$ cat config.mk
export PLATFORM = sky130hd
export DESIGN_NAME = filtered_luxel_accumulator_core
export DESIGN_NICKNAME = d
export VERILOG_FILES = /design/src/sv/flacc_pkg.sv /design/src/sv/flacc_front.sv /design/src/sv/flacc_fifo.sv /design/src/sv/flacc_back.sv /design/src/sv/filtered_luxel_accumulator_core.sv
export SDC_FILE = /design/constraint.sdc
export NUM_CORES = 2
export LEC_CHECK = 0
export BUFFER_PORTS_ARGS = -buffer_cell sky130_fd_sc_hd__buf_2
export CELL_PAD_IN_SITES_DETAIL_PLACEMENT = 0
export CELL_PAD_IN_SITES_GLOBAL_PLACEMENT = 1
export CORE_MARGIN = 2
export CORE_UTILIZATION = 47
export CTS_CLUSTER_SIZE = 8
export DETAILED_ROUTE_END_ITERATION = 16
export PLACE_DENSITY_LB_ADDON = 0.05
export SLEW_MARGIN = 10
export SYNTH_ARGS = -nofsm -noshare
export SYNTH_HDL_FRONTEND = slang
export SYNTH_HIERARCHICAL = 1
export SYNTH_SLANG_ARGS = --single-unit
$ cat constraint.sdc
create_clock -name clk_i -period 11.1 [get_ports clk_i]
set_input_delay 2.22 -clock clk_i [delete_from_list [all_inputs] [get_ports clk_i]]
set_output_delay 2.22 -clock clk_i [all_outputs]
set_load 0.02 [all_outputs]
$ cat src/sv/flacc_pkg.sv
`timescale 1ns / 1ps
// Shared types and constants of the filtered luxel accumulator.
// No dependencies; every other file refers to it by scoped names.
package flacc_pkg;

  localparam int unsigned QDEPTH = 4;
  localparam int unsigned QAW    = 2;

  // 2^24 / 6 rounded up: exact floor divide by 6 for 19-bit operands
  localparam logic [21:0] DIV6_MUL = 22'd2796203;
  localparam logic [18:0] K_OFS    = 19'd196608;   // 6 * 32768
  localparam logic [18:0] K_SAT    = 19'd393215;

  typedef enum logic [2:0] {
    REG_RADIUS  = 3'd0,
    REG_SCALE   = 3'd1,
    REG_CUBIC_B = 3'd2,
    REG_CUBIC_C = 3'd3,
    REG_MIN_X   = 3'd4,
    REG_MIN_Y   = 3'd5,
    REG_MAX_X   = 3'd6,
    REG_MAX_Y   = 3'd7
  } reg_idx_e;

  typedef struct packed {
    logic        [23:0] radius;
    logic        [15:0] scale;
    logic        [15:0] cubic_b;
    logic        [15:0] cubic_c;
    logic signed [23:0] min_x;
    logic signed [23:0] min_y;
    logic signed [23:0] max_x;
    logic signed [23:0] max_y;
  } cfg_t;

  typedef struct packed {
    logic [23:0] mag_x;
    logic [23:0] mag_y;
    logic [15:0] red;
    logic [15:0] green;
    logic [15:0] blue;
    logic        hit;
    logic        in_face;
    logic        last;
  } item_t;

endpackage

$ cat src/sv/flacc_front.sv
`timescale 1ns / 1ps
// Front end: face overlap test, patch offsets and radius check per word.
// Depends on flacc_pkg.
module flacc_front (
  input  flacc_pkg::cfg_t     cfg_i,
  input  logic signed [23:0]  luxel_x_i,
  input  logic signed [23:0]  luxel_y_i,
  input  logic signed [23:0]  patch_x_i,
  input  logic signed [23:0]  patch_y_i,
  input  logic [15:0]         red_i,
  input  logic [15:0]         green_i,
  input  logic [15:0]         blue_i,
  input  logic                visible_i,
  input  logic                last_i,
  output flacc_pkg::item_t    item_o
);

  function automatic logic overlap(logic signed [23:0] lo, logic signed [23:0] hi,
                                   logic signed [23:0] p, logic [23:0] r);
    logic signed [27:0] lhs;
    logic signed [27:0] rhs;
    lhs = 28'(hi) - 28'(lo) + $signed({3'b000, r, 1'b0});
    rhs = (28'(p) <<< 1) - 28'(lo) - 28'(hi);
    if (rhs < 0) begin
      rhs = -rhs;
    end
    return lhs >= rhs;
  endfunction

  logic signed [24:0] dx, dy;
  logic        [24:0] ax, ay;
  logic               face;

  always_comb begin
    face = overlap(cfg_i.min_x, cfg_i.max_x, luxel_x_i, cfg_i.radius)
        && overlap(cfg_i.min_y, cfg_i.max_y, luxel_y_i, cfg_i.radius);
    dx = 25'(patch_x_i) - 25'(luxel_x_i);
    dy = 25'(patch_y_i) - 25'(luxel_y_i);
    ax = dx[24] ? 25'(-dx) : 25'(dx);
    ay = dy[24] ? 25'(-dy) : 25'(dy);
    item_o.mag_x   = ax[23:0];
    item_o.mag_y   = ay[23:0];
    item_o.red     = red_i;
    item_o.green   = green_i;
    item_o.blue    = blue_i;
    item_o.in_face = face;
    item_o.last    = last_i;
    item_o.hit     = face && visible_i && (ax <= {1'b0, cfg_i.radius})
                  && (ay <= {1'b0, cfg_i.radius});
  end

endmodule

$ cat src/sv/flacc_fifo.sv
`timescale 1ns / 1ps
// Short queue of classified words between front end and back end.
// Depends on flacc_pkg.
module flacc_fifo (
  input  logic              clk_i,
  input  logic              rst_ni,
  input  logic              push_i,
  input  flacc_pkg::item_t  item_i,
  output logic              full_o,
  output logic              valid_o,
  output flacc_pkg::item_t  item_o,
  input  logic              pop_i
);

  flacc_pkg::item_t              mem_q [flacc_pkg::QDEPTH];
  logic [flacc_pkg::QAW-1:0]     wr_q, wr_d, rd_q, rd_d;
  logic [flacc_pkg::QAW:0]       cnt_q, cnt_d;

  always_comb begin
    wr_d  = push_i ? wr_q + 1'b1 : wr_q;
    rd_d  = pop_i ? rd_q + 1'b1 : rd_q;
    cnt_d = cnt_q + (flacc_pkg::QAW+1)'(push_i) - (flacc_pkg::QAW+1)'(pop_i);
  end

  always_ff @(posedge clk_i or negedge rst_ni) begin
    if (!rst_ni) begin
      wr_q  <= '0;
      rd_q  <= '0;
      cnt_q <= '0;
    end else begin
      wr_q  <= wr_d;
      rd_q  <= rd_d;
      cnt_q <= cnt_d;
    end
  end

  always_ff @(posedge clk_i) begin
    if (push_i) begin
      mem_q[wr_q] <= item_i;
    end
  end

  assign full_o  = cnt_q == (flacc_pkg::QAW+1)'(flacc_pkg::QDEPTH);
  assign valid_o = cnt_q != '0;
  assign item_o  = mem_q[rd_q];

endmodule

$ cat src/sv/flacc_back.sv
`timescale 1ns / 1ps
// Back end: sequencer around one shared multiplier that evaluates both cubic
// kernels, the weight and the weighted colours, and owns the sums. Depends on flacc_pkg.
module flacc_back (
  input  logic              clk_i,
  input  logic              rst_ni,
  input  flacc_pkg::cfg_t   cfg_i,
  input  logic              q_valid_i,
  input  flacc_pkg::item_t  q_item_i,
  output logic              q_pop_o,
  output logic              busy_o,
  output logic              out_valid_o,
  input  logic              out_ready_i,
  output logic [151:0]      out_data_o,
  output logic              out_face_o
);

  typedef enum logic [15:0] {
    ST_IDLE = 16'h0001,
    ST_T    = 16'h0002,
    ST_TT   = 16'h0004,
    ST_TTT  = 16'h0008,
    ST_C3   = 16'h0010,
    ST_C2   = 16'h0020,
    ST_C1   = 16'h0040,
    ST_SUM  = 16'h0080,
    ST_DV   = 16'h0100,
    ST_K    = 16'h0200,
    ST_W    = 16'h0400,
    ST_WS   = 16'h0800,
    ST_AR   = 16'h1000,
    ST_AG   = 16'h2000,
    ST_AB   = 16'h4000,
    ST_DONE = 16'h8000
  } state_e;

  function automatic logic [39:0] sat40(logic [39:0] a, logic signed [33:0] d);
    logic signed [41:0] s;
    s = $signed({2'b00, a}) + 42'(d);
    if (s < 0) begin
      return '0;
    end else if (s[41:40] != 2'b00) begin
      return '1;
    end
    return s[39:0];
  endfunction

  function automatic logic [31:0] sat32(logic [31:0] a, logic signed [17:0] d);
    logic signed [33:0] s;
    s = $signed({2'b00, a}) + 34'(d);
    if (s < 0) begin
      return '0;
    end else if (s[33:32] != 2'b00) begin
      return '1;
    end
    return s[31:0];
  endfunction

  state_e                state_q, state_d;
  flacc_pkg::item_t      item_q;
  logic                  axis_q;
  logic [16:0]           t_q;
  logic                  big_q;
  logic [33:0]           tt_q;
  logic signed [47:0]    acc_q;
  logic signed [15:0]    kx_q, ky_q, k_d;
  logic signed [17:0]    w_q;
  logic signed [59:0]    p_q, p_d;
  logic signed [35:0]    mul_a;
  logic signed [23:0]    mul_b;
  logic [39:0]           red_q, green_q, blue_q;
  logic [31:0]           wt_q;
  logic                  ovalid_q;
  logic [151:0]          odata_q;
  logic                  oface_q;

  logic signed [23:0]    bs, cs, c3, c2, c1, c0;
  logic signed [47:0]    c0_ext;
  logic signed [31:0]    v;
  logic [18:0]           u;
  logic                  out_free;

  // Kernel coefficients of the inner (t < 1) and outer segment.
  always_comb begin
    bs = $signed({8'b0, cfg_i.cubic_b});
    cs = $signed({8'b0, cfg_i.cubic_c});
    if (!t_q[16]) begin
      c3 = 24'(24'sd196608 - 24'sd9 * bs - 24'sd6 * cs);
      c2 = 24'(-24'sd294912 + 24'sd12 * bs + 24'sd6 * cs);
      c1 = '0;
      c0 = 24'(24'sd98304 - 24'sd2 * bs);
    end else begin
      c3 = 24'(-bs - 24'sd6 * cs);
      c2 = 24'(24'sd6 * bs + 24'sd30 * cs);
      c1 = 24'(-24'sd12 * bs - 24'sd48 * cs);
      c0 = 24'(24'sd8 * bs + 24'sd24 * cs);
    end
    c0_ext = 48'(c0) <<< 16;
  end

  // Clamp the Q.14 sum times 6, then offset it so the divide by 6 is unsigned.
  always_comb begin
    v = acc_q[47:16];
    if (v >= 32'sd196608) begin
      u = flacc_pkg::K_SAT;
    end else if (v < -32'sd196608) begin
      u = '0;
    end else begin
      u = 19'(v + 32'sd196608);
    end
    k_d = big_q ? 16'sd0 : $signed({~p_q[39], p_q[38:24]});
  end

  // Operand select of the shared multiplier.
  always_comb begin
    mul_a = '0;
    mul_b = '0;
    unique case (state_q)
      ST_T: begin
        mul_a = $signed({12'b0, (axis_q ? item_q.mag_y : item_q.mag_x)});
        mul_b = $signed({8'b0, cfg_i.scale});
      end
      ST_TT: begin
        mul_a = $signed({19'b0, p_q[16:0]});
        mul_b = $signed({7'b0, p_q[16:0]});
      end
      ST_TTT: begin
        mul_a = $signed({2'b0, p_q[33:0]});
        mul_b = $signed({7'b0, t_q});
      end
      ST_C3: begin
        mul_a = $signed({17'b0, p_q[50:32]});
        mul_b = c3;
      end
      ST_C2: begin
        mul_a = $signed({18'b0, tt_q[33:16]});
        mul_b = c2;
      end
      ST_C1: begin
        mul_a = $signed({19'b0, t_q});
        mul_b = c1;
      end
      ST_DV: begin
        mul_a = $signed({17'b0, u});
        mul_b = $signed({2'b0, flacc_pkg::DIV6_MUL});
      end
      ST_W: begin
        mul_a = 36'(kx_q);
        mul_b = 24'(ky_q);
      end
      ST_WS: begin
        mul_a = 36'($signed(p_q[31:14]));
        mul_b = $signed({8'b0, item_q.red});
      end
      ST_AR: begin
        mul_a = 36'(w_q);
        mul_b = $signed({8'b0, item_q.green});
      end
      ST_AG: begin
        mul_a = 36'(w_q);
        mul_b = $signed({8'b0, item_q.blue});
      end
      default: begin
        mul_a = '0;
        mul_b = '0;
      end
    endcase
    p_d = 60'(mul_a) * 60'(mul_b);
  end

  assign out_free = !ovalid_q || out_ready_i;

  always_comb begin
    state_d = state_q;
    q_pop_o = 1'b0;
    unique case (state_q)
      ST_IDLE: begin
        if (q_valid_i) begin
          q_pop_o = 1'b1;
          state_d = q_item_i.hit ? ST_T : ST_DONE;
        end
      end
      ST_T:    state_d = ST_TT;
      ST_TT:   state_d = ST_TTT;
      ST_TTT:  state_d = ST_C3;
      ST_C3:   state_d = ST_C2;
      ST_C2:   state_d = ST_C1;
      ST_C1:   state_d = ST_SUM;
      ST_SUM:  state_d = ST_DV;
      ST_DV:   state_d = ST_K;
      ST_K:    state_d = axis_q ? ST_W : ST_T;
      ST_W:    state_d = ST_WS;
      ST_WS:   state_d = ST_AR;
      ST_AR:   state_d = ST_AG;
      ST_AG:   state_d = ST_AB;
      ST_AB:   state_d = ST_DONE;
      ST_DONE: begin
        if (!item_q.last || out_free) begin
          state_d = ST_IDLE;
        end
      end
      default: state_d = ST_IDLE;
    endcase
  end

  always_ff @(posedge clk_i or negedge rst_ni) begin
    if (!rst_ni) begin
      state_q  <= ST_IDLE;
      ovalid_q <= 1'b0;
      red_q    <= '0;
      green_q  <= '0;
      blue_q   <= '0;
      wt_q     <= '0;
    end else begin
      state_q <= state_d;
      if (ovalid_q && out_ready_i) begin
        ovalid_q <= 1'b0;
      end
      unique case (state_q)
        ST_AR: red_q   <= sat40(red_q, $signed(p_q[33:0]));
        ST_AG: green_q <= sat40(green_q, $signed(p_q[33:0]));
        ST_AB: begin
          blue_q <= sat40(blue_q, $signed(p_q[33:0]));
          wt_q   <= sat32(wt_q, w_q);
        end
        ST_DONE: begin
          if (item_q.last && out_free) begin
            ovalid_q <= 1'b1;
            red_q    <= '0;
            green_q  <= '0;
            blue_q   <= '0;
            wt_q     <= '0;
          end
        end
        default: ;
      endcase
    end
  end

  always_ff @(posedge clk_i) begin
    p_q <= p_d;
    unique case (state_q)
      ST_IDLE: begin
        item_q <= q_item_i;
        axis_q <= 1'b0;
      end
      ST_TT: begin
        t_q   <= p_q[16:0];
        big_q <= |p_q[39:17];
      end
      ST_TTT: tt_q  <= p_q[33:0];
      ST_C3:  acc_q <= c0_ext;
      ST_C2:  acc_q <= acc_q + p_q[47:0];
      ST_C1:  acc_q <= acc_q + p_q[47:0];
      ST_SUM: acc_q <= acc_q + p_q[47:0];
      ST_K: begin
        if (axis_q) begin
          ky_q <= k_d;
        end else begin
          kx_q   <= k_d;
          axis_q <= 1'b1;
        end
      end
      ST_WS: w_q <= $signed(p_q[31:14]);
      ST_DONE: begin
        if (item_q.last && out_free) begin
          odata_q <= {wt_q, blue_q, green_q, red_q};
          oface_q <= item_q.in_face;
        end
      end
      default: ;
    endcase
  end

  assign busy_o      = state_q != ST_IDLE;
  assign out_valid_o = ovalid_q;
  assign out_data_o  = odata_q;
  assign out_face_o  = oface_q;

endmodule

$ cat src/sv/filtered_luxel_accumulator_core.sv
`timescale 1ns / 1ps
// Top level of the filtered luxel accumulator: configuration registers,
// front end, word queue and kernel back end. Depends on flacc_pkg and the flacc_* modules.
//
//  channel   dir  handshake                  payload
//  s_axis    in   s_axis_tvalid/tready       tdata patch word, tuser visible, tlast end of run
//  m_axis    out  m_axis_tvalid/tready       tdata sums, tuser in_face
//  cfg       in   cfg_valid_i/cfg_ready_o    cfg_index_i register, cfg_data_i value
//
// A patch that contributes passes through the kernel, weight and colour states in turn, all
// served by the single shared multiplier that evaluates both kernels, the weight and three colours.
// A patch that adds nothing goes from idle straight to the done state. A four-word queue decouples input.
// Reset loads the default kernel (B-spline), unit scale and radius, zero sums.
// A finished result waits in the output register; the back end stalls only
// when the next run end finds that register still full.
module filtered_luxel_accumulator_core (
  input  logic          clk_i,
  input  logic          rst_ni,
  input  logic          s_axis_tvalid,
  output logic          s_axis_tready,
  // luxel_x, luxel_y, patch_x, patch_y, color_red, color_green, color_blue
  input  logic [143:0]  s_axis_tdata,
  // visible
  input  logic          s_axis_tuser,
  input  logic          s_axis_tlast,
  output logic          m_axis_tvalid,
  input  logic          m_axis_tready,
  // sum_red, sum_green, sum_blue, weight_total
  output logic [151:0]  m_axis_tdata,
  // in_face
  output logic          m_axis_tuser,
  input  logic          cfg_valid_i,
  output logic          cfg_ready_o,
  input  logic [2:0]    cfg_index_i,
  input  logic [23:0]   cfg_data_i
);

  flacc_pkg::cfg_t   cfg_q;
  flacc_pkg::item_t  f_item, q_item;
  logic              q_full, q_valid, q_pop, push, busy;

  assign cfg_ready_o = 1'b1;

  always_ff @(posedge clk_i or negedge rst_ni) begin
    if (!rst_ni) begin
      cfg_q <= '{radius: 24'd256, scale: 16'd256, cubic_b: 16'd16384, cubic_c: 16'd0,
                 min_x: 24'sd0, min_y: 24'sd0, max_x: 24'sd0, max_y: 24'sd0};
    end else if (cfg_valid_i) begin
      unique case (flacc_pkg::reg_idx_e'(cfg_index_i))
        flacc_pkg::REG_RADIUS:  cfg_q.radius  <= cfg_data_i;
        flacc_pkg::REG_SCALE:   cfg_q.scale   <= cfg_data_i[15:0];
        flacc_pkg::REG_CUBIC_B: cfg_q.cubic_b <= cfg_data_i[15:0];
        flacc_pkg::REG_CUBIC_C: cfg_q.cubic_c <= cfg_data_i[15:0];
        flacc_pkg::REG_MIN_X:   cfg_q.min_x   <= $signed(cfg_data_i);
        flacc_pkg::REG_MIN_Y:   cfg_q.min_y   <= $signed(cfg_data_i);
        flacc_pkg::REG_MAX_X:   cfg_q.max_x   <= $signed(cfg_data_i);
        flacc_pkg::REG_MAX_Y:   cfg_q.max_y   <= $signed(cfg_data_i);
        default: ;
      endcase
    end
  end

  flacc_front u_front (
    .cfg_i     (cfg_q),
    .luxel_x_i ($signed(s_axis_tdata[23:0])),
    .luxel_y_i ($signed(s_axis_tdata[47:24])),
    .patch_x_i ($signed(s_axis_tdata[71:48])),
    .patch_y_i ($signed(s_axis_tdata[95:72])),
    .red_i     (s_axis_tdata[111:96]),
    .green_i   (s_axis_tdata[127:112]),
    .blue_i    (s_axis_tdata[143:128]),
    .visible_i (s_axis_tuser),
    .last_i    (s_axis_tlast),
    .item_o    (f_item)
  );

  assign s_axis_tready = !q_full;
  assign push          = s_axis_tvalid && s_axis_tready;

  flacc_fifo u_fifo (
    .clk_i   (clk_i),
    .rst_ni  (rst_ni),
    .push_i  (push),
    .item_i  (f_item),
    .full_o  (q_full),
    .valid_o (q_valid),
    .item_o  (q_item),
    .pop_i   (q_pop)
  );

  flacc_back u_back (
    .clk_i       (clk_i),
    .rst_ni      (rst_ni),
    .cfg_i       (cfg_q),
    .q_valid_i   (q_valid),
    .q_item_i    (q_item),
    .q_pop_o     (q_pop),
    .busy_o      (busy),
    .out_valid_o (m_axis_tvalid),
    .out_ready_i (m_axis_tready),
    .out_data_o  (m_axis_tdata),
    .out_face_o  (m_axis_tuser)
  );

  a_pop_has_word: assert property (@(posedge clk_i) disable iff (!rst_ni)
    q_pop |-> q_valid) else $error("queue popped while empty");

  a_result_from_back: assert property (@(posedge clk_i) disable iff (!rst_ni)
    $rose(m_axis_tvalid) |-> $past(busy)) else $error("result without back end work");

  a_stall_means_backlog: assert property (@(posedge clk_i) disable iff (!rst_ni)
    !s_axis_tready |-> q_valid) else $error("input stalled with empty queue");

endmodule

==> flow_metrics.env <==
export IMPL_final_cell_mix="inv_1, nand2_1, buf_4"
export IMPL_initial_core_util_pct=47.2
export IMPL_pwr_share_clk_pct=13.0
export IMPL_dp_hpwl_um=296000
export IMPL_ir_drop_mv=0.479
export IMPL_die_x_um=478
export IMPL_violations="negative setup slack"
export IMPL_finClkSkew_ns=0.0896
export IMPL_drc=0
export IMPL_synth_edf_count=782
export IMPL_comb_power_share_pct=69.1
export IMPL_synth_flop_cell="edfxtp_1"
export IMPL_drt_iter0_markers=6709
export IMPL_crit_type="reg -> reg"
export IMPL_area_delta_synth_final_pct=17.1
export IMPL_cts_tree="built"
export IMPL_antenna_left=0
export IMPL_cts_root_buf="clkbuf_16"
export IMPL_start_kind="register"
export IMPL_die_area_um2=229000
export IMPL_fmax_ghz=0.0878
export IMPL_rsz0062_at_grt="yes"
export IMPL_vias=83000
export IMPL_drt_total_wl_um=377000
export IMPL_avgSynthCellArea_um2=10.2
export IMPL_drt_vias_per_instance=5.70
export IMPL_cp_max_fo=6
export IMPL_fill_cells=19900
export IMPL_post_route_min_period_ns=11.39
export IMPL_numCtsBuffers=169
export IMPL_track_usage_pct=32.7
export IMPL_grt_pass1_vias=84600
export IMPL_status="finished, violations left"
export IMPL_maxSlewViolCount=0
export IMPL_first_pass_iters=10
export IMPL_routabilityCongestion=0.959
export IMPL_drive_above_1_share_pct=18.8
export IMPL_port_buffers=332
export IMPL_finalWorstSetupSlack_ns=-0.290
export IMPL_synth_seq_area_share_pct=31.3
export IMPL_ys_warn_count=6
export IMPL_grt_max_degree=100
export IMPL_syn_area_um2=106000
export IMPL_power_switching_uw=17500
export IMPL_ys_async_sr_fraction_pct=29.2
export IMPL_grt_pass1_wl_um=554000
export IMPL_syn_instance_count=10300
export IMPL_tightest_slew_ns=1.29
export IMPL_cts_reportedPaths_clkPinSlew_ns=0.05
export IMPL_maxSlewHeadroom_pct=12.1
export IMPL_clock_path_buffers=3
export IMPL_finalSetupViolations=15
export IMPL_dieHeight_um=478
export IMPL_hold_class="reg -> reg"
export IMPL_num_io_pins=334
export IMPL_ys_ff_latch=1177
export IMPL_final_hold_viol_count=0
export IMPL_rows=174
export IMPL_required_ns=11.81
export IMPL_layout_cells_non_filler=14600
export IMPL_fin_setup_tns_ns=-2.77
export IMPL_ys_types=125
export IMPL_slowest_stage="fa_1"
export IMPL_power_density_nw_per_um2=311
export IMPL_slowest_delay_ns=0.61
export IMPL_cts_sinks=1177
export IMPL_intPower_uw=21100
export IMPL_fin_crit_sh_pct=103
export IMPL_antenna_found_initial=33
export IMPL_wl_per_cell_um=25.9
export IMPL_coreArea_um2=224000
export IMPL_power_uw=38600
export IMPL_clk_latency_ns=0.87
export IMPL_cp_end_kind="register"
export IMPL_h_tree_depth=4
export IMPL_dpl_cell_count=14200
export IMPL_worst_path_most_repeated_cell="fa_1"
export IMPL_arrival_ns=12.10
export IMPL_power_leakage_uw=0.0564
export IMPL_nets=13400
export IMPL_swShare_pct=45.3
export IMPL_gr_total_overflow=0
export IMPL_final_common_cell="inv_1"
export IMPL_p_seq_share_pct=17.9
export IMPL_post_route_util_pct=55.3
export IMPL_maxCapViolations=0
[cell usage after synthesis (55+ instances only)]
cell / n / share of area [%]
a31oi_1: 65 / 0.38
xnor2_1: 404 / 3.3
o211ai_1: 137 / 0.97
edfxtp_1: 782 / 22
dfrtp_1: 340 / 8.0
o21a_1: 104 / 0.74
inv_1: 1430 / 5.1
o21bai_1: 84 / 0.60
buf_2: 55 / 0.26
a211oi_1: 61 / 0.43
ha_1: 925 / 11
nand2b_1: 126 / 0.74
fa_1: 904 / 17
o21ai_0: 304 / 1.4
xor2_1: 210 / 1.7
nand3_1: 118 / 0.56
mux2_2: 161 / 1.7
and3_1: 61 / 0.36
clkbuf_1: 249 / 0.88
nand4_1: 73 / 0.43
nor3_1: 101 / 0.48
a21oi_1: 516 / 2.4
mux4_2: 99 / 2.1
nor2b_1: 99 / 0.59
nor2_1: 516 / 1.8
buf_4: 58 / 0.41
nand2_1: 1063 / 3.8
a21o_1: 285 / 2.0
and2_1: 121 / 0.72
a22oi_1: 86 / 0.61
[flip-flops by register name (all words and copies together) (netlist names), 18 cells and up]
name	cells
u_back/out_data_o	152
u_back/green_q	40
u_back/tt_q	18
u_back/red_q	40
cfg_q	168
u_back/wt_q	32
u_back/blue_q	40
u_back/item_q	98
u_back/w_q	18
u_fifo/mem_q	396
u_back/p_q	51
u_back/acc_q	48
[area by class of cell]
cell class	count	area, um2	share of cell area [%]
Sequential cell	1177	33100	26.7
Clock inverter	22	494	0.399
Antenna cell	20	50.0	0.0404
Clock buffer	287	4710	3.80
Tap cell	2992	3740	3.02
Multi-Input combinational cell	7324	67000	54.0
Inverter	1443	5420	4.37
Timing Repair Buffer	1299	9440	7.61
[power groups by stage]
stage          Combinational, uW  Sequential, uW  Clock (uW)
2_1_floorplan              15100            6690           0
3_3_place_gp               25000            6940           0
3_5_place_dp               25200            6970           0
4_1_cts                    26300            6900        5140
5_1_grt                    29100            6990        5320
6_report                   26700            6900        5040
[layer usage]
| layer | vias up | GRT usage, % | wire (um) |
|---|---|---|---|
| met2 | 2866 | 53.8 | 177000 |
| met1 | 41700 | 42.2 | 154000 |
| met5 | - | 0 | 120 |
| met3 | 685 | 5.67 | 25200 |
| met4 | 18 | 15.0 | 20100 |
| li1 | 37800 | - | - |
[kinds of logic after synthesis]
| family | after synthesis | share of synthesized area, % |
|---|---|---|
| other cells | 2 | 0.00710 |
| mux | 302 | 4.26 |
| buf+inv | 1835 | 6.92 |
| compound gates | 2078 | 13.3 |
| flops | 1177 | 31.3 |
| xor+xnor | 615 | 5.10 |
| simple gates | 2497 | 11.1 |
| fa+ha+maj | 1829 | 28.0 |
[timing repair]
item / in CTS / in global routing
resized for setup: 225 / 124
cloned: 2 / 0
buffers inserted: 36 / 25
pin swaps: 153 / 103
setup endpoints to repair: 27 / 31
hold buffers: 0 / 0
[per-stage QoR]
step	setup slack (ns)	hold WS [ns]	cell area (um2)
5_1_grt	-0.668	0.490	124000
3_5_place_dp	-1.31	0.465	117000
4_1_cts	-0.189	0.477	123000
3_3_place_gp	-1.24	0.462	117000
6_report	-0.290	0.476	124000
2_1_floorplan	0.00573	0.400	106000
[critical path: cells and delay by family, from the launching register on]
kind | cells | cell delay (ns)
AOI/OAI and AO/OA | 13 | 2.12
xor gates and xnor gates | 3 | 0.34
adders and majority gates | 12 | 5.68
buffers and inverters | 12 | 1.32
DFF | 1 | 0.40
and+or+nand+nor | 10 | 1.35
[final timing paths]
| check | from | to | slack [ns] | depth (start not counted) |
|---|---|---|---|---|
| min in group asynchronous | rst_ni | u_back/blue_q[25] | 1.32 | 1 |
| max | cfg_q[96] | u_back/p_q[46] | -0.29 | 50 |
| min | u_back/blue_q[2] | u_back/out_data_o[82] | 0.48 | 0 |
| max in group asynchronous | rst_ni | cfg_q[23] | 7.61 | 3 |
| max reg2reg | cfg_q[96] | u_back/p_q[46] | -0.29 | 50 |
| min reg2reg | u_back/blue_q[2] | u_back/out_data_o[82] | 0.48 | 0 |
No activity file was read; power rests on OpenSTA's default activity.
